$ cat src/rtl/srg_pkg.sv
`timescale 1ns / 1ps
`default_nettype none
// ----------------------------------------------------------------------------
// srg_pkg
// Shared types, constants and helpers of the subtractive random generator.
// ----------------------------------------------------------------------------
package srg_pkg;

  // Table geometry: positions 1..55 live at addresses 0..54
  localparam int unsigned TabLen = 55;
  localparam int unsigned TabAw  = 6;
  localparam logic [TabAw-1:0] LastAddr  = 6'd54;
  localparam logic [TabAw-1:0] FillStep  = 6'd21;
  localparam logic [TabAw-1:0] TrailInit = 6'd31;
  // mixing partner of position i is 1 + (i + 30) mod 55, i.e. address + 31
  localparam logic [TabAw-1:0] MixLag    = 6'd31;

  localparam logic [29:0] ModBig   = 30'd1000000000;
  localparam logic [27:0] SeedBase = 28'd161803398;

  // Configuration register indexes
  localparam logic [1:0] CfgSeed   = 2'd0;
  localparam logic [1:0] CfgWarmup = 2'd1;

  typedef struct packed {
    logic             we;
    logic [TabAw-1:0] waddr;
    logic [29:0]      wdata;
    logic [TabAw-1:0] raddr_a;
    logic [TabAw-1:0] raddr_b;
  } tbl_req_t;

  typedef struct packed {
    logic        start;
    logic [30:0] limit;
    logic [29:0] raw;
  } scl_req_t;

  typedef struct packed {
    logic        busy;
    logic        done;
    logic [29:0] raw;
    logic [30:0] scaled;
  } scl_rsp_t;

  // a - b modulo 10^9, both operands below 10^9
  function automatic logic [29:0] sub_mod(input logic [29:0] a, input logic [29:0] b);
    logic [30:0] t;
    t = {1'b0, a} - {1'b0, b};
    if (a < b) begin
      t = t + {1'b0, ModBig};
    end
    return t[29:0];
  endfunction

  // (a + inc) mod 55 for a, inc below 55
  function automatic logic [TabAw-1:0] add_mod55(input logic [TabAw-1:0] a,
                                                 input logic [TabAw-1:0] inc);
    logic [TabAw:0] s;
    s = {1'b0, a} + {1'b0, inc};
    if (s >= 7'(TabLen)) begin
      s = s - 7'(TabLen);
    end
    return s[TabAw-1:0];
  endfunction

endpackage
`default_nettype wire

$ cat src/rtl/srg_scaler.sv
`timescale 1ns / 1ps
`default_nettype none
// ----------------------------------------------------------------------------
// srg_scaler
// floor(limit * raw / 10^9) + 1: two 31x15 partial products, one sum,
// a reciprocal estimate of the quotient, then a back-multiply and a 0..2 fix.
// ----------------------------------------------------------------------------
module srg_scaler
  import srg_pkg::*;
(
  input  wire logic     clk_i,
  input  wire logic     rst_ni,
  input  wire scl_req_t req_i,
  output scl_rsp_t      rsp_o
);

  // floor(2^61 / 10^9); the estimate from the top 32 product bits is 0..2 low
  localparam logic [31:0] Recip  = 32'd2305843009;
  localparam logic [31:0] DivOne = {2'b00, ModBig};
  localparam logic [31:0] DivTwo = {1'b0, ModBig, 1'b0};

  typedef enum logic [2:0] {
    S_IDLE,
    S_MLO,
    S_MHI,
    S_SUM,
    S_RCP,
    S_BACK,
    S_FIX,
    S_DONE
  } scl_state_e;

  scl_state_e  state_q;
  logic [30:0] limit_q;
  logic [29:0] raw_q;
  logic [45:0] pp_lo_q;
  logic [45:0] pp_hi_q;
  logic [60:0] prod_q;
  logic [30:0] quo_q;
  logic [31:0] back_q;

  logic [60:0] sum_w;
  logic [63:0] est_w;
  logic [31:0] back_w;
  logic [31:0] rem_w;

  assign sum_w  = {15'd0, pp_lo_q} + {pp_hi_q, 15'd0};
  assign est_w  = 64'(prod_q[60:29]) * 64'(Recip);
  // remainder is below 3 * 10^9, so the low 32 bits carry it exactly
  assign back_w = 32'(quo_q) * DivOne;
  assign rem_w  = prod_q[31:0] - back_q;

  always_ff @(posedge clk_i or negedge rst_ni) begin
    if (!rst_ni) begin
      state_q <= S_IDLE;
      limit_q <= '0;
      raw_q   <= '0;
      pp_lo_q <= '0;
      pp_hi_q <= '0;
      prod_q  <= '0;
      quo_q   <= '0;
      back_q  <= '0;
    end else begin
      unique case (state_q)
        S_IDLE, S_DONE: begin
          if (req_i.start) begin
            limit_q <= req_i.limit;
            raw_q   <= req_i.raw;
            state_q <= S_MLO;
          end
        end
        S_MLO: begin
          pp_lo_q <= 46'(limit_q) * 46'(raw_q[14:0]);
          state_q <= S_MHI;
        end
        S_MHI: begin
          pp_hi_q <= 46'(limit_q) * 46'(raw_q[29:15]);
          state_q <= S_SUM;
        end
        S_SUM: begin
          prod_q  <= sum_w;
          state_q <= S_RCP;
        end
        S_RCP: begin
          // quotient fits 31 bits and the estimate never overshoots it
          quo_q   <= est_w[62:32];
          state_q <= S_BACK;
        end
        S_BACK: begin
          back_q  <= back_w;
          state_q <= S_FIX;
        end
        S_FIX: begin
          if (rem_w >= DivTwo) begin
            quo_q <= quo_q + 31'd2;
          end else if (rem_w >= DivOne) begin
            quo_q <= quo_q + 31'd1;
          end
          state_q <= S_DONE;
        end
        default: state_q <= S_IDLE;
      endcase
    end
  end

  assign rsp_o.busy   = (state_q != S_IDLE) && (state_q != S_DONE);
  assign rsp_o.done   = (state_q == S_DONE);
  assign rsp_o.raw    = raw_q;
  assign rsp_o.scaled = (limit_q == '0) ? '0 : quo_q + 31'd1;

endmodule
`default_nettype wire
$ cat config.mk
export PLATFORM = sky130hd
export DESIGN_NAME = srg_scaler
export DESIGN_NICKNAME = d
export VERILOG_FILES = /design/src/rtl/srg_pkg.sv /design/src/rtl/srg_scaler.sv
export SDC_FILE = /design/constraint.sdc
export NUM_CORES = 2
export LEC_CHECK = 0
export BUFFER_PORTS_ARGS = -buffer_cell sky130_fd_sc_hd__buf_2
export CAP_MARGIN = 40
export CORE_ASPECT_RATIO = 0.5
export CORE_MARGIN = 5
export CORE_UTILIZATION = 45
export DETAILED_ROUTE_END_ITERATION = 7
export GPL_ROUTABILITY_DRIVEN = 0
export PLACE_DENSITY = 0.71
export RECOVER_POWER = 25
export SYNTH_ARGS = -nofsm -noshare
export SYNTH_HDL_FRONTEND = slang
export SYNTH_SLANG_ARGS = --single-unit
$ cat constraint.sdc
create_clock -name clk_i -period 19.83 [get_ports clk_i]
set_input_delay 0.9915 -clock clk_i [delete_from_list [all_inputs] [get_ports clk_i]]
set_output_delay 0.9915 -clock clk_i [all_outputs]
set_load 0.1 [all_outputs]
== After elaboration in Yosys (flattened, before gate mapping) ==
Index checks and enable logic that the tools add are counted.

* Register bits after elaboration: 271
* Input port bits: 64

* Add/sub/neg operators: 4
* $mul: 4
* $lt $le $gt $ge: 2
* Equal/unequal tests: 10
* Mux-type cells: 6
* Reduce and logical (&&, ||, !) cells: 8

{| class="wikitable"
|+ Operators by type and width
! operator !! count
|-
| two-way mux 31 bit || 3
|-
| multiplier 31 x 15 -> 46 bit || 2
|-
| multiplier 32 x 32 -> 63 bit, second input constant || 1
|-
| case mux 31 bit (2 select lines) || 1
|-
| adder 46 x 61 -> 61 bit || 1
|-
| greater-or-equal comparator 32 x 30 -> 1 bit, second input constant || 1
|-
| greater-or-equal comparator 32 x 31 -> 1 bit, second input constant || 1
|-
| subtractor 32 bit || 1
|-
| adder 31 x 1 -> 31 bit, second input constant || 1
|-
| adder 31 x 2 -> 31 bit, second input constant || 1
|-
| logical NOT 31 bit || 1
|-
| multiplier 31 x 21 -> 23 bit, second input constant || 1
|-
| case mux 3 bit (7 select lines) || 1
|-
| equality test 3 bit, second input constant || 4
|-
| equality test 3 x 2 -> 1 bit, second input constant || 2
|-
| != test 3 bit, second input constant || 2
|-
| AND reduction 2 bit || 2
|-
| equality test 3 x 1 -> 1 bit, second input constant || 1
|-
| logical NOT 3 bit || 1
|-
| two-way mux 3 bit || 1
|-
| nonzero test 3 bit || 1
|-
| != test 2 bit, second input constant || 1
|-
| nonzero test 2 bit || 1
|-
| OR reduction 2 bit || 1
|-
| logical AND 1 bit || 1
|}

== Depth between registers and ports, before layout ==
* Depth in word-level cells: 5
* Gate-level depth with buffers: 28
* Gate-level depth less buffers: 27

== Least setup slack after synthesis ==
OpenSTA, ideal clock, no wires.

* Path type: reg-to-reg
* From: register raw_q[15]
* To: register pp_hi_q[42]
* Setup time: 0.134 ns
* Data arrival time: 7.258 ns
* Data required time: 19.696 ns
* Setup slack: 12.438 ns
* Cell stages (with the launch flop): 28
* Path buffers: 2
* Cells stage by stage: dfrtp_1 clkbuf_1 and2_1 fa_1 inv_1 fa_1 inv_1 fa_1 inv_1 fa_1 inv_1 fa_1 inv_1 fa_1 inv_1 ha_1 or3_1 clkbuf_1 or4_1 a31oi_2 o311a_1 o21ai_1 a311oi_2 o21ai_1 a221oi_1 a21oi_1 xnor2_1 o21ai_0

* Cells in the longest elaborated chain, start to end: 1

{| class="wikitable"
|+ RTL lines
! element !! line !! RTL
|-
| start, declared || srg_scaler.sv:35 || <nowiki>logic [29:0] raw_q;</nowiki>
|-
| start signal, assigned || srg_scaler.sv:68 || <nowiki>raw_q <= req_i.raw;</nowiki>
|-
| multiplier 31 x 15 -> 46 bit || srg_scaler.sv:77 || <nowiki>pp_hi_q <= 46'(limit_q) * 46'(raw_q[29:15]);</nowiki>
|-
| end signal, assigned || srg_scaler.sv:77 ||
|-
| end, declared || srg_scaler.sv:37 || <nowiki>logic [45:0] pp_hi_q;</nowiki>
|}

No other way between the ends.
A chain may end at the register's enable or synchronous reset.

== Worst setup path in the final report ==
* From: register prod_q[40]
* To: register quo_q[30]

* Cells in the longest elaborated chain, start to end: 2

{| class="wikitable"
|+ RTL lines
! element !! line !! RTL
|-
| start, declared || srg_scaler.sv:38 || <nowiki>logic [60:0] prod_q;</nowiki>
|-
| start signal, assigned || srg_scaler.sv:81 || <nowiki>prod_q <= sum_w;</nowiki>
|-
| multiplier 32 x 32 -> 63 bit || srg_scaler.sv:48 || <nowiki>assign est_w = 64'(prod_q[60:29]) * 64'(Recip);</nowiki>
|-
| case mux 31 bit (2 select lines) || srg_scaler.sv:64 || <nowiki>unique case (state_q)</nowiki>
|-
| end signal, assigned || srg_scaler.sv:86 || <nowiki>quo_q <= est_w[62:32];</nowiki>
|-
| end signal, assigned || srg_scaler.sv:95 || <nowiki>quo_q <= quo_q + 31'd2;</nowiki>
|-
| end signal, assigned || srg_scaler.sv:97 || <nowiki>quo_q <= quo_q + 31'd1;</nowiki>
|-
| end, declared || srg_scaler.sv:39 || <nowiki>logic [30:0] quo_q;</nowiki>
|}

No other way between the ends.

==> results_dict.tcl <==
set metrics [dict create \
    outcome "finished with violations" \
    failed_checks "capacitance limit, slew limit" \
    cts_max_level 1 \
    vias 45000 \
    rows 95 \
    final_cell_count_no_fill 8384 \
    final-seq-area_um2 6330 \
    cts_resized 0 \
    post-route-drc-count 0 \
    io_pins 127 \
    antenna_found_initial 5 \
    first_iter_violations 3320 \
    crit_buf_inv 4 \
    tightest_slew_ns 5.44 \
    dp_hpwl_um 127000 \
    yosysUniqueCellTypes 94 \
    core_um2 135000 \
    dp_cells 8328 \
    ys.flop_type "dfrtp_1" \
    die_w_um 533 \
    fin_skew_ns 0.0375 \
    synth_top_area_share_pct 37.0 \
    path_class "flip-flop to flip-flop" \
    insertion_delay_ns 0.67 \
    crit_family "adder cells" \
    cpMostUsedCell "fa_1" \
    r2r_setup_slack_ns 11.96 \
    drv_cap 2 \
    fp.dieH_um 271 \
    worstPathArrival_ns 8.37 \
    grt_pass1_wl_um 264000 \
    layout_worst_path_cycle_share_pct 39.7 \
    start_kind "flip-flop" \
    ctsHoldBuffers 0 \
    yosysWarnings 0 \
    slowest_delay_ns 0.72 \
    wirelength_um 161000 \
    numCtsBuffers 31 \
    antenna_left 0 \
    tns_ns 0 \
    r2r_start "prod_q[40]" \
    hp-start "pp_lo_q[9]" \
    cts.sinks 253 \
    track_usage_pct 22.6 \
    die_area_um2 145000 \
    rsz0062_at_grt "no" \
    ys_seq_area_share_pct 10.3 \
    placed_area_um2 64200 \
    worstPathRequired_ns 20.34 \
    setup_viol 0 \
    drive_gt1_share_pct 6.04 \
    cp_slowest_cell "dfrtp_1" \
    antenna_cells 0 \
    synth_edf_count 0 \
    area_delta_synth_final_pct 6.07 \
    tritoncts "yes" \
    maxSlewViolCount 149 \
    grt_max_degree 98 \
    synth_nets 8575 \
    final_area_um2 65200 \
    hold_viol_final 0 \
    final_cell_mix "inv_1 (1407), fa_1 (1138), ha_1 (786)" \
    slew_headroom_pct -263 \
    overflow 0 \
    drt-vias-per-instance 5.36 \
    initial_core_util_pct 45.5 \
    worst-path-max-fanout 10 \
    cts_setup_buffers 0 \
    critPathLaunch "prod_q[40]" \
    final_common_cell "inv_1" \
    synth.avg_cell_area_um2 9.34 \
    synth.ff_latch_count 253 \
    first_pass_iters 5 \
    numPortBuffers 126 \
    postSynthCellCount 6587 \
    min_period_ns 7.87 \
    synthArstFlopShare_pct 100 \
    root_buffer "clkbuf_16" \
    cts_max_path_buffers 3 \
    syn_area_um2 61500 \
    synth_top_cell_by_area "fa_1" \
    holdCritPathClass "flip-flop to flip-flop" \
    yosys-top-cells-area "fa_1 (37%), ha_1 (16%), dfrtp_1 (10%)" \
    drt-wirelength-per-cell_um 19.2 \
    nets 8555 \
    crit_path_end_kind "flip-flop" \
    first_global_vias 47500 \
    num-fill-cells 12600 \
    fmax_ghz 0.127 \
    cts.clk_slew.worst_paths_ns 0.06 \
    multiInputGateArea_um2 48900 \
]
[sequential cells by signal, summed over array words and instances (netlist names)]
signal / flops
quo_q: 31
prod_q: 52
pp_lo_q: 37
back_q: 23
pp_hi_q: 46
state_q: 3
limit_q: 31
raw_q: 30
[Yosys cell counts (27+ instances only)]
cell         n
nand2_1    668
nor2_1     146
xnor2_1    126
fa_1      1138
nor2b_1     28
nor3_1      45
and2_1     526
o21ai_0    217
nand3_1     61
a21oi_1    180
and3_1      27
dfrtp_1    253
xor2_1      93
a21o_1      94
inv_1     1407
ha_1       786
mux2_2      85
clkbuf_1   251
[stage by stage]
stage / util, % / setup slack (ns) / hold slack, ns
3_3_place_gp: 47.4 / 12.06 / 0.468
4_1_cts: 48.3 / 11.96 / 0.348
3_5_place_dp: 47.5 / 11.99 / 0.472
6_report: 48.3 / 11.96 / 0.484
2_1_floorplan: - / 12.44 / 0.445
5_1_grt: 48.3 / 10.48 / 0.512
[worst min-delay path, stage by stage, from the launching register on]
cell and delay [ns]:
dfrtp_1 0.34, nand2_1 0.05, o21ai_0 0.06
[kinds of logic (layout without fill, tap and decap cells)]
logic type	after synthesis	in the layout	synth area share, %
AO/OA/AOI/OAI	774	774	8.17
XOR/XNOR	219	219	3.12
adder cells (fa/ha/maj)	1924	1924	53.0
buffers and inverters	1672	1675	10.2
flip-flops	253	253	10.3
multiplexers	92	92	1.67
AND/OR/NAND/NOR	1653	1653	13.5
[final cells by class]
| class | count | area share (%) |
|---|---|---|
| flip-flops and latches | 253 | 9.70 |
| well taps | 1794 | 3.44 |
| clock inverters | 22 | 0.474 |
| inverters | 1407 | 8.10 |
| repair buffers | 212 | 2.10 |
| multi-input cells | 4662 | 75.0 |
| clock buffers | 34 | 1.24 |
[path summary, 6_finish.rpt]
path                         endpoint  cells after the start
max                         quo_q[30]                     25
min                        pp_lo_q[9]                      2
max reg2reg                 quo_q[30]                     25
min reg2reg                pp_lo_q[9]                      2
max in group asynchronous   quo_q[12]                      3
min in group asynchronous    raw_q[2]                      1
[routing by layer]
| layer | vias up | wire [µm] | global-route usage, % | part of all wire [%] |
|---|---|---|---|---|
| met2 | 1729 | 70500 | 35.4 | 44 |
| met4 | 4 | 3870 | 4.73 | 2.4 |
| met5 | - | 23 | 0 | 0.014 |
| met1 | 22500 | 71900 | 32.6 | 45 |
| li1 | 20400 | - | - | - |
| met3 | 263 | 14800 | 4.42 | 9.2 |
Power is left out: the tool's default activity adds up to more than one toggle a clock period on the data nets, which glitch-free logic cannot reach.
